## src/hdl/shamh_pkg.sv

```systemverilog
// shared types, constants and functions for the sha-256 message hasher
`timescale 1ns / 1ps
`default_nettype none
package shamh_pkg;

    typedef enum logic [2:0] {
        ST_IDLE,
        ST_PAD,
        ST_ROUND,
        ST_FOLD,
        ST_OUT
    } state_t;

    // working variables of the compression rounds
    typedef struct packed {
        logic [31:0] a;
        logic [31:0] b;
        logic [31:0] c;
        logic [31:0] d;
        logic [31:0] e;
        logic [31:0] f;
        logic [31:0] g;
        logic [31:0] h;
    } work_t;

    localparam int unsigned HASH_WORDS  = 8;
    localparam int unsigned WIN_WORDS   = 16;
    localparam logic [7:0]  PAD_BYTE    = 8'h80;
    localparam logic [5:0]  LAST_ROUND  = 6'd63;
    localparam logic [5:0]  LAST_FILL   = 6'd63;
    localparam logic [5:0]  LEN_START   = 6'd56;
    localparam logic [2:0]  LAST_WORD   = 3'd7;

    function automatic logic [31:0] initial_h(input logic [2:0] idx);
        logic [31:0] v;
        case (idx)
            3'd0:    v = 32'h6a09e667;
            3'd1:    v = 32'hbb67ae85;
            3'd2:    v = 32'h3c6ef372;
            3'd3:    v = 32'ha54ff53a;
            3'd4:    v = 32'h510e527f;
            3'd5:    v = 32'h9b05688c;
            3'd6:    v = 32'h1f83d9ab;
            default: v = 32'h5be0cd19;
        endcase
        return v;
    endfunction

    function automatic logic [31:0] round_k(input logic [5:0] t);
        logic [31:0] v;
        case (t)
            6'd0:  v = 32'h428a2f98;  6'd1:  v = 32'h71374491;
            6'd2:  v = 32'hb5c0fbcf;  6'd3:  v = 32'he9b5dba5;
            6'd4:  v = 32'h3956c25b;  6'd5:  v = 32'h59f111f1;
            6'd6:  v = 32'h923f82a4;  6'd7:  v = 32'hab1c5ed5;
            6'd8:  v = 32'hd807aa98;  6'd9:  v = 32'h12835b01;
            6'd10: v = 32'h243185be;  6'd11: v = 32'h550c7dc3;
            6'd12: v = 32'h72be5d74;  6'd13: v = 32'h80deb1fe;
            6'd14: v = 32'h9bdc06a7;  6'd15: v = 32'hc19bf174;
            6'd16: v = 32'he49b69c1;  6'd17: v = 32'hefbe4786;
            6'd18: v = 32'h0fc19dc6;  6'd19: v = 32'h240ca1cc;
            6'd20: v = 32'h2de92c6f;  6'd21: v = 32'h4a7484aa;
            6'd22: v = 32'h5cb0a9dc;  6'd23: v = 32'h76f988da;
            6'd24: v = 32'h983e5152;  6'd25: v = 32'ha831c66d;
            6'd26: v = 32'hb00327c8;  6'd27: v = 32'hbf597fc7;
            6'd28: v = 32'hc6e00bf3;  6'd29: v = 32'hd5a79147;
            6'd30: v = 32'h06ca6351;  6'd31: v = 32'h14292967;
            6'd32: v = 32'h27b70a85;  6'd33: v = 32'h2e1b2138;
            6'd34: v = 32'h4d2c6dfc;  6'd35: v = 32'h53380d13;
            6'd36: v = 32'h650a7354;  6'd37: v = 32'h766a0abb;
            6'd38: v = 32'h81c2c92e;  6'd39: v = 32'h92722c85;
            6'd40: v = 32'ha2bfe8a1;  6'd41: v = 32'ha81a664b;
            6'd42: v = 32'hc24b8b70;  6'd43: v = 32'hc76c51a3;
            6'd44: v = 32'hd192e819;  6'd45: v = 32'hd6990624;
            6'd46: v = 32'hf40e3585;  6'd47: v = 32'h106aa070;
            6'd48: v = 32'h19a4c116;  6'd49: v = 32'h1e376c08;
            6'd50: v = 32'h2748774c;  6'd51: v = 32'h34b0bcb5;
            6'd52: v = 32'h391c0cb3;  6'd53: v = 32'h4ed8aa4a;
            6'd54: v = 32'h5b9cca4f;  6'd55: v = 32'h682e6ff3;
            6'd56: v = 32'h748f82ee;  6'd57: v = 32'h78a5636f;
            6'd58: v = 32'h84c87814;  6'd59: v = 32'h8cc70208;
            6'd60: v = 32'h90befffa;  6'd61: v = 32'ha4506ceb;
            6'd62: v = 32'hbef9a3f7;
            default: v = 32'hc67178f2;
        endcase
        return v;
    endfunction

    function automatic logic [31:0] small_sigma0(input logic [31:0] x);
        return {x[6:0], x[31:7]} ^ {x[17:0], x[31:18]} ^ {3'b000, x[31:3]};
    endfunction

    function automatic logic [31:0] small_sigma1(input logic [31:0] x);
        return {x[16:0], x[31:17]} ^ {x[18:0], x[31:19]} ^ {10'b0, x[31:10]};
    endfunction

    function automatic logic [31:0] big_sigma0(input logic [31:0] x);
        return {x[1:0], x[31:2]} ^ {x[12:0], x[31:13]} ^ {x[21:0], x[31:22]};
    endfunction

    function automatic logic [31:0] big_sigma1(input logic [31:0] x);
        return {x[5:0], x[31:6]} ^ {x[10:0], x[31:11]} ^ {x[24:0], x[31:25]};
    endfunction

endpackage
`default_nettype wire

```

## src/hdl/sha256_message_hasher.sv

```systemverilog
// top level of the streaming sha-256 message hasher
`timescale 1ns / 1ps
`default_nettype none
// Takes a message one byte per request and returns its SHA-256 digest as eight
// 32-bit words, H0 first. Byte requests are accepted while idle; the request that
// fills a 64-byte block is followed by compression (64 rounds through one shared
// round unit, then a fold of the result into the hash). The request that ends the
// message is followed by the padding and length bytes (9 to 72), one or two
// compressions, then the eight digest words, one per accepted output request.
// The input is not ready during compression, padding or digest output. After the
// last digest word the hash state and byte count return to their initial values
// for the next message.
module sha256_message_hasher (
    input  wire logic        aclk,
    input  wire logic        aresetn,
    input  wire logic        s_tvalid,
    output      logic        s_tready,
    input  wire logic [7:0]  s_tdata,   // [7:0] data_byte
    input  wire logic [0:0]  s_tuser,   // [0] byte_present
    input  wire logic        s_tlast,   // message_end
    output      logic        m_tvalid,
    input  wire logic        m_tready,
    output      logic [31:0] m_tdata,   // [31:0] digest_word
    output      logic [2:0]  m_tuser,   // [2:0] word_index
    output      logic        m_tlast    // last_word
);

    localparam int unsigned NH = shamh_pkg::HASH_WORDS;
    localparam int unsigned NW = shamh_pkg::WIN_WORDS;

    shamh_pkg::state_t state_reg, state_next;

    logic [5:0]  round_reg;
    logic [5:0]  fill_reg;
    logic [60:0] count_reg;
    logic        pad_reg, pad_next;
    logic        sent80_reg, sent80_next;
    logic        len_reg, len_next;
    logic [2:0]  out_idx_reg;
    logic [31:0] hash_reg [NH];
    logic [31:0] win_reg [NW];
    shamh_pkg::work_t work_reg;
    shamh_pkg::work_t work_round;

    logic        shift_en;
    logic [7:0]  shift_byte;
    logic        count_inc;
    logic        load_work;
    logic        fold_en;
    logic        out_pop;
    logic        msg_done;
    logic [63:0] bit_len;
    logic [5:0]  len_lsb;
    logic [7:0]  len_byte;
    logic [31:0] sched_new;

    assign bit_len  = {count_reg, 3'b000};
    assign len_lsb  = {~fill_reg[2:0], 3'b000};
    assign len_byte = bit_len[len_lsb +: 8];

    // window holds W[t..t+15] during rounds, so the new word is W[t+16]
    assign sched_new = shamh_pkg::small_sigma1(win_reg[14]) + win_reg[9]
                     + shamh_pkg::small_sigma0(win_reg[1]) + win_reg[0];

    shamh_round u_round (
        .work_in    (work_reg),
        .round_key  (shamh_pkg::round_k(round_reg)),
        .sched_word (win_reg[0]),
        .work_out   (work_round)
    );

    always_ff @(posedge aclk) begin
        if (!aresetn) begin
            state_reg <= shamh_pkg::ST_IDLE;
        end else begin
            state_reg <= state_next;
        end
    end

    always_comb begin
        state_next  = state_reg;
        s_tready    = 1'b0;
        m_tvalid    = 1'b0;
        shift_en    = 1'b0;
        shift_byte  = s_tdata;
        count_inc   = 1'b0;
        load_work   = 1'b0;
        fold_en     = 1'b0;
        out_pop     = 1'b0;
        msg_done    = 1'b0;
        pad_next    = pad_reg;
        sent80_next = sent80_reg;
        len_next    = len_reg;
        unique case (state_reg)
            shamh_pkg::ST_IDLE: begin
                s_tready = 1'b1;
                if (s_tvalid) begin
                    pad_next = s_tlast;
                    if (s_tuser[0]) begin
                        shift_en  = 1'b1;
                        count_inc = 1'b1;
                    end
                    if (s_tuser[0] && fill_reg == shamh_pkg::LAST_FILL) begin
                        load_work  = 1'b1;
                        state_next = shamh_pkg::ST_ROUND;
                    end else if (s_tlast) begin
                        state_next = shamh_pkg::ST_PAD;
                    end
                end
            end
            shamh_pkg::ST_PAD: begin
                shift_en    = 1'b1;
                sent80_next = 1'b1;
                if (!sent80_reg) begin
                    shift_byte = shamh_pkg::PAD_BYTE;
                end else if (len_reg || fill_reg == shamh_pkg::LEN_START) begin
                    shift_byte = len_byte;
                    len_next   = 1'b1;
                end else begin
                    shift_byte = 8'h00;
                end
                if (fill_reg == shamh_pkg::LAST_FILL) begin
                    load_work  = 1'b1;
                    state_next = shamh_pkg::ST_ROUND;
                end
            end
            shamh_pkg::ST_ROUND: begin
                if (round_reg == shamh_pkg::LAST_ROUND) begin
                    state_next = shamh_pkg::ST_FOLD;
                end
            end
            shamh_pkg::ST_FOLD: begin
                fold_en = 1'b1;
                if (!pad_reg) begin
                    state_next = shamh_pkg::ST_IDLE;
                end else if (len_reg) begin
                    state_next = shamh_pkg::ST_OUT;
                end else begin
                    state_next = shamh_pkg::ST_PAD;
                end
            end
            shamh_pkg::ST_OUT: begin
                m_tvalid = 1'b1;
                if (m_tready) begin
                    out_pop = 1'b1;
                    if (out_idx_reg == shamh_pkg::LAST_WORD) begin
                        msg_done   = 1'b1;
                        state_next = shamh_pkg::ST_IDLE;
                    end
                end
            end
            default: begin
                state_next = shamh_pkg::ST_IDLE;
            end
        endcase
        if (msg_done) begin
            pad_next    = 1'b0;
            sent80_next = 1'b0;
            len_next    = 1'b0;
        end
    end

    // control and hash state
    always_ff @(posedge aclk) begin
        if (!aresetn) begin
            round_reg   <= '0;
            fill_reg    <= '0;
            count_reg   <= '0;
            pad_reg     <= 1'b0;
            sent80_reg  <= 1'b0;
            len_reg     <= 1'b0;
            out_idx_reg <= '0;
            for (int i = 0; i < NH; i++) begin
                hash_reg[i] <= shamh_pkg::initial_h(3'(i));
            end
        end else begin
            pad_reg    <= pad_next;
            sent80_reg <= sent80_next;
            len_reg    <= len_next;
            if (shift_en) begin
                fill_reg <= fill_reg + 6'd1;
            end
            if (load_work) begin
                round_reg <= '0;
            end else if (state_reg == shamh_pkg::ST_ROUND) begin
                round_reg <= round_reg + 6'd1;
            end
            if (msg_done) begin
                count_reg <= '0;
            end else if (count_inc) begin
                count_reg <= count_reg + 61'd1;
            end
            if (fold_en) begin
                hash_reg[0] <= hash_reg[0] + work_reg.a;
                hash_reg[1] <= hash_reg[1] + work_reg.b;
                hash_reg[2] <= hash_reg[2] + work_reg.c;
                hash_reg[3] <= hash_reg[3] + work_reg.d;
                hash_reg[4] <= hash_reg[4] + work_reg.e;
                hash_reg[5] <= hash_reg[5] + work_reg.f;
                hash_reg[6] <= hash_reg[6] + work_reg.g;
                hash_reg[7] <= hash_reg[7] + work_reg.h;
            end else if (msg_done) begin
                for (int i = 0; i < NH; i++) begin
                    hash_reg[i] <= shamh_pkg::initial_h(3'(i));
                end
            end else if (out_pop) begin
                // digest leaves from word 0, the rest move down
                for (int i = 0; i < NH - 1; i++) begin
                    hash_reg[i] <= hash_reg[i + 1];
                end
            end
            if (msg_done) begin
                out_idx_reg <= '0;
            end else if (out_pop) begin
                out_idx_reg <= out_idx_reg + 3'd1;
            end
        end
    end

    // block window and working variables
    always_ff @(posedge aclk) begin
        if (shift_en) begin
            // bytes enter big-endian, first byte ends up in the top of word 0
            for (int i = 0; i < NW - 1; i++) begin
                win_reg[i] <= {win_reg[i][23:0], win_reg[i + 1][31:24]};
            end
            win_reg[NW - 1] <= {win_reg[NW - 1][23:0], shift_byte};
        end else if (state_reg == shamh_pkg::ST_ROUND) begin
            for (int i = 0; i < NW - 1; i++) begin
                win_reg[i] <= win_reg[i + 1];
            end
            win_reg[NW - 1] <= sched_new;
        end
        if (load_work) begin
            work_reg <= {hash_reg[0], hash_reg[1], hash_reg[2], hash_reg[3],
                         hash_reg[4], hash_reg[5], hash_reg[6], hash_reg[7]};
        end else if (state_reg == shamh_pkg::ST_ROUND) begin
            work_reg <= work_round;
        end
    end

    assign m_tdata = hash_reg[0];
    assign m_tuser = out_idx_reg;
    assign m_tlast = (out_idx_reg == shamh_pkg::LAST_WORD);

`ifndef SYNTHESIS
    a_no_overlap: assert property (@(posedge aclk) disable iff (!aresetn)
        !(s_tready && m_tvalid))
        else $error("input ready while digest is being sent");

    a_full_block: assert property (@(posedge aclk) disable iff (!aresetn)
        (state_reg == shamh_pkg::ST_ROUND) |-> (fill_reg == '0))
        else $error("compression running on a partial block");

    a_round_end: assert property (@(posedge aclk) disable iff (!aresetn)
        (state_reg == shamh_pkg::ST_ROUND && round_reg == shamh_pkg::LAST_ROUND)
        |=> (state_reg == shamh_pkg::ST_FOLD))
        else $error("last round not followed by hash fold");

    a_msg_reset: assert property (@(posedge aclk) disable iff (!aresetn)
        (m_tvalid && m_tready && m_tlast)
        |=> (count_reg == '0 && fill_reg == '0 && s_tready))
        else $error("state not cleared after digest");

    a_digest_ready: assert property (@(posedge aclk) disable iff (!aresetn)
        m_tvalid |-> (len_reg && pad_reg))
        else $error("digest shown before length was padded");
`endif

endmodule
`default_nettype wire

```

## src/hdl/shamh_round.sv

```systemverilog
// one sha-256 compression round, reused for every round of a block
`timescale 1ns / 1ps
`default_nettype none
module shamh_round (
    input  wire shamh_pkg::work_t  work_in,
    input  wire logic [31:0]       round_key,
    input  wire logic [31:0]       sched_word,
    output shamh_pkg::work_t       work_out
);

    logic [31:0] ch;
    logic [31:0] maj;
    logic [31:0] t1;
    logic [31:0] t2;

    always_comb begin
        ch  = (work_in.e & work_in.f) ^ (~work_in.e & work_in.g);
        maj = (work_in.a & work_in.b) ^ (work_in.a & work_in.c) ^ (work_in.b & work_in.c);
        t1  = work_in.h + shamh_pkg::big_sigma1(work_in.e) + ch + round_key + sched_word;
        t2  = shamh_pkg::big_sigma0(work_in.a) + maj;

        work_out.h = work_in.g;
        work_out.g = work_in.f;
        work_out.f = work_in.e;
        work_out.e = work_in.d + t1;
        work_out.d = work_in.c;
        work_out.c = work_in.b;
        work_out.b = work_in.a;
        work_out.a = t1 + t2;
    end

endmodule
`default_nettype wire

```

## config.mk

```make
export PLATFORM = sky130hd
export DESIGN_NAME = sha256_message_hasher
export DESIGN_NICKNAME = d
export VERILOG_FILES = /design/src/hdl/shamh_pkg.sv /design/src/hdl/sha256_message_hasher.sv /design/src/hdl/shamh_round.sv
export SDC_FILE = /design/constraint.sdc
export NUM_CORES = 2
export LEC_CHECK = 0
export BUFFER_PORTS_ARGS = -buffer_cell sky130_fd_sc_hd__buf_2
export CAP_MARGIN = 15
export CORE_MARGIN = 2
export CORE_UTILIZATION = 44
export CTS_CLUSTER_DIAMETER = 40
export DETAILED_ROUTE_END_ITERATION = 8
export GPL_TIMING_DRIVEN = 0
export PLACE_DENSITY_LB_ADDON = 0.25
export SLEW_MARGIN = 25
export SYNTH_ARGS = -nofsm -noshare
export SYNTH_HDL_FRONTEND = slang
export SYNTH_SLANG_ARGS = --single-unit
```

## constraint.sdc

```tcl
create_clock -name aclk -period 15.6 [get_ports aclk]
set_clock_uncertainty 0.05 [all_clocks]
set_input_delay 3.12 -clock aclk [delete_from_list [all_inputs] [get_ports aclk]]
set_output_delay 3.12 -clock aclk [all_outputs]
set_load 0.02 [all_outputs]
```

; ---- Word-level counts from Yosys, hierarchy flattened
; Memories as Yosys holds them, arrays and structs flattened. A register that Yosys moved wholly into a read port is not among the register bits.
; Index checks and enable logic that the tools add are counted.
[op_classes]
muxes = 122
bitwise = 58
n_addsub = 22
reduce_logical = 9
shift = 1
eq_ne = 14
[op_table]
columns = op, n
row1 = $mux W32, 71
row2 = $add A32 B32 Y32, 18
row3 = $mux W256, 2
row4 = $xor A32 B32 Y32, 9
row5 = $and A32 B32 Y32, 5
row6 = $shiftx A64 B7 Y8, 1
row7 = $add A61 B1 Y61 const B, 1
row8 = $or A1 B1 Y1, 39
row9 = $mux W1, 32
row10 = $not A32 Y32, 1
row11 = $xor A32 B22 Y32, 1
row12 = $xor A32 B29 Y32, 1
row13 = $mux W3, 9
row14 = $mux W8, 3
row15 = $eq A6 B6 Y1 const B, 3
row16 = $pmux W3 S5, 1
row17 = $add A6 B1 Y6 const B, 2
row18 = $mux W6, 2
row19 = $ne A2 B2 Y1 const B, 5
row20 = $eq A3 B2 Y1 const B, 2
row21 = $eq A3 B3 Y1 const B, 2
row22 = $reduce_and A6 Y1, 1
row23 = $pmux W1 S2, 2
row24 = $reduce_or A2 Y1, 2
row25 = other kinds (11), 11
[word_totals]
romBits = 2048
out_inout_bits = 38
memories = 3
in_bits = 14
ramBits = 768
regBits = 338
elab_cells = 245
[memory_table]
columns = memory, words, width, read_ports, rd_ports_with_merged_regs, write_ports, line_no
row1 = (name not given), 64, 32, 1, 1, 0, shamh_pkg.sv:51  ; case (t)
row2 = win_reg, 16, 32, 16, 0, 16, sha256_message_hasher.sv:41  ; logic [31:0] win_reg [NW];
row3 = hash_reg, 8, 32, 8, 0, 8, sha256_message_hasher.sv:40  ; logic [31:0] hash_reg [NH];

; ---- Logic depth before layout (Yosys ltp)
[depth]
word_depth = 10
ltp_mapped = 35

; ---- Hierarchy
; Synthesis repeated with hierarchy kept, for this count alone.
[hier_totals]
hier_cells = 8668
hier_area_um2 = 77239.1
[by_module_without_submodules]
columns = module, cells_per_inst, seq_area_each_um2, area_each_um2, instances
row1 = sha256_message_hasher, 7305, 32391.1, 66231.0, 1
row2 = shamh_round, 1363, 0.0, 11008.1, 1

; ---- Worst setup path before layout
; Ideal clock, no wire load.
[synth_path]
path_type = input port to flip-flop
from = input port s_tvalid
to = memory win_reg[0][0], enable pin
arrival_time_ns = 12.492
path_slack_ns = -0.575
cell_stages = 6
setup_time_ns = 3.632
cell_sequence = a21oi_1 > or3_1 > clkbuf_1 > clkbuf_1 > clkbuf_1 > nand2_1
[synth_lines]
columns = item, line_no
row1 = "start, declared", sha256_message_hasher.sv:16  ; input wire logic s_tvalid,
row2 = "end, declared", sha256_message_hasher.sv:41

; ---- Worst setup path in the final report
[layout_path]
from = register work_reg[122] (netlist bit)
to = register work_reg[254] (netlist bit), data pin
[layout_between]
elab_chain_cells = 9
[layout_rtl]
columns = item, line_no
row1 = "start, declared", sha256_message_hasher.sv:42  ; shamh_pkg::work_t work_reg;
row2 = "start signal, assigned", sha256_message_hasher.sv:235  ; work_reg <= {hash_reg[0], hash_reg[1], hash_reg[2], hash_reg[3],
row3 = "start signal, assigned", sha256_message_hasher.sv:238  ; work_reg <= work_round;
row4 = $xor A32 B32 Y32 or $not A32 Y32 (tied branches), "shamh_pkg.sv:102, shamh_round.sv:17"
row5 = $xor A32 B32 Y32 or $and A32 B32 Y32 (tied branches), "shamh_pkg.sv:102, shamh_round.sv:17"
row6 = $add A32 B32 Y32 or $xor A32 B32 Y32 (tied branches), "shamh_round.sv:19, shamh_round.sv:17"
row7 = $add A32 B32 Y32 * (3 in a row), shamh_round.sv:19  ; t1 = work_in.h + shamh_pkg::big_sigma1(work_in.e) + ch + round_key + sched_word;
row8 = $add A32 B32 Y32 *, shamh_round.sv:29  ; work_out.a = t1 + t2;
row9 = $mux W256 *, sha256_message_hasher.sv:237  ; end else if (state_reg == shamh_pkg::ST_ROUND) begin
row10 = $mux W256 *, sha256_message_hasher.sv:234  ; if (load_work) begin
; Mark *: on every way between the ends. The rest lies on a longest branch, timed or not. The select of a mux whose other input is x is not followed.
; A chain may end at the register's enable or synchronous reset.

==> summary.txt <==
status: complete, no violations
yosys synthesis warning count: 0
FMAX: 0.105 GHz
max-capacitance violation count: 0
CP arrival: 10.00 ns
met2 routed WL: 125 mm
Die W: 418 um
vias in the first global route: 61300
Hold Path Class: reg -> reg
Port Buffers: 51
endpoints failing setup: 0
Avg Inst Size Synth: 9.03 um^2
Total GRT Usage: 32.6%
total die area: 175000 um^2
routed via count: 64900
Power Dens Cells: 152 nW/um^2
asr flop ratio synth: 0%
Crit-path slowest cell: o31ai_1
CP Data Required Time: 16.10 ns
leakage: 0.0353 uW
vias per inst: 5.89
post-synthesis sequential area ratio: 43.0%
commonest non-fill, non-tap cell in the layout: nand2_1
DR WL/cell: 26.4 um
number of synthesized flops with an enable pin: 960
worst slack at placement: 6.29 ns
Final WS setup: 6.09 ns
I/O pin cnt: 52
FF+latch count, synth: 1138
clock sink total: 1138
synthesized instance count: 8354
CTS max path bufs: 3
Initial DRC Count: 7830
DRC Markers: 0
row count: 151
Syn Nets: 8957
CTS buffer count: 195
Clk Latency, worst-skew pair: 0.87 ns
Final Slew Violations: 0
DR WL met3: 26.8 mm
commonest cells after routing, fill and taps aside: nand2_1, edfxtp_1, a21oi_1
Slew @ Worst Pin: 1.18 ns
tightest hold margin: 0.435 ns
peak supply drop: 0.161 mV
initial antenna violation count: 5
core area: 170000 um^2
first-pass GRT wire length: 417 mm
Area Growth Syn to Fin: 13.7%
max reg flops: 512
Primary FF master, synth: edfxtp_1
WL final: 290 mm
final worst path period share: 60.9%
antenna-violating nets left: 0
largest net degree at the start of global routing: 97
uppermost routed layer: met5
Post-Syn Area: 75400 um^2
Rel. slew slack: 21.3%
hold bufs inserted after CTS: 0
Finished Layout Cells: 11000
M1 WL: 127 mm
Chip Height: 418 um
cell family with most CP delay: adder cells
DRT Pass-1 Iters: 8
Period minus WS final: 9.51 ns
Starting Density: 44.4%
Clk pin slew, worst setup/hold paths: 0.05 ns
CTS root buffer: clkbuf_16
critical path buffer and inverter count: 6
synth unique cells: 99
Max stage delay on crit path: 0.70 ns
Hold Vio Cnt, Final: 0
Pwr Total: 13100 uW
Placer Congestion: 1.02
Setup Fix Bufs, Post-CTS: 0
DP HPWL: 226 mm
RSZ-0062 raised after global routing: no
grt ovf: 0
CTS resizes: 0
CP Capture Type: flop
WS Path Type: reg -> reg
CTS tree: yes
nets@finish: 9225
htree depth: 4
setup TNS: 0 ns
CP Launch Type: flop
CP Max Fanout: 5
layout cells sized above 1: 6.05%
Inst Count DP: 10600
cells by family after synthesis:
group                    after synthesis  share of synthesized area (%)
flip-flops                          1138                           43.0
AO/OA/AOI/OAI                       1668                           14.0
multiplexers                          63                           1.11
AND/OR/NAND/NOR                     3359                           18.2
adder cells (fa/ha/maj)              592                           11.8
buffers and inverters                887                           4.45
XOR/XNOR                             647                           7.53
layout make-up:
cell class / count / area, um^2
Fill cell: 15900 / 84100
Multi-Input combinational cell: 6329 / 39700
Sequential cell: 1138 / 32400
Clock buffer: 233 / 5180
Tap cell: 2218 / 2780
Buffer: 447 / 1730
Inverter: 440 / 1650
Clock inverter: 134 / 1580
Timing Repair Buffer: 71 / 728
Antenna cell: 2 / 5.00
metal layers:
metal,GRT usage (%),vias up
met5,0,-
met4,12.5,8
met3,6.43,538
met2,48.5,3189
met1,46.7,31800
li1,-,29300
worst min-delay path, delay by kind of cell, from the launching register on:
kind	cells	cell delay, ns
simple gates	1	0.06
flops	1	0.32
compound gates	1	0.06
cell usage after synthesis, types with 47 or more instances:
| cell | n | share of area (%) |
|---|---|---|
| xnor2_1 | 376 | 4.4 |
| dfxtp_1 | 178 | 4.7 |
| o21ai_1 | 76 | 0.50 |
| a21oi_1 | 492 | 3.3 |
| nor3_1 | 72 | 0.48 |
| o21ai_0 | 351 | 2.3 |
| nand2b_1 | 49 | 0.41 |
| fa_1 | 195 | 5.2 |
| nand3_1 | 109 | 0.72 |
| xor2_1 | 270 | 3.1 |
| edfxtp_1 | 960 | 38 |
| o22ai_1 | 47 | 0.39 |
| a21o_1 | 190 | 1.9 |
| ha_1 | 394 | 6.5 |
| nor2_1 | 431 | 2.1 |
| o21a_1 | 66 | 0.66 |
| nand2_1 | 2432 | 12 |
| clkbuf_1 | 406 | 2.0 |
| a211oi_1 | 53 | 0.53 |
| inv_1 | 431 | 2.1 |
final timing paths:
check / from / endpoint / slack (ns) / depth (start not counted)
max: work_reg[122] / work_reg[254] / 6.09 / 32
min: m_tuser[1] / m_tuser[1] / 0.44 / 2
max reg2reg: work_reg[122] / work_reg[254] / 6.09 / 32
min reg2reg: m_tuser[1] / m_tuser[1] / 0.44 / 2
report_power, final:
| part | internal (uW) | total [uW] | switching (uW) |
|---|---|---|---|
| Clock | 2750 | 4420 | 1670 |
| Combinational | 1790 | 4720 | 2920 |
| Sequential | 3750 | 3940 | 188 |
| Total | 8290 | 13100 | 4790 |
metrics by stage:
stage	area [um^2]	utilization, %
after floorplan	75400	-
after global placement	78400	46.2
after detailed placement	79000	46.5
after CTS	85700	50.5
after global routing	85700	50.5
final	85800	50.5
Note: power is estimated with default switching activity, not from simulation.
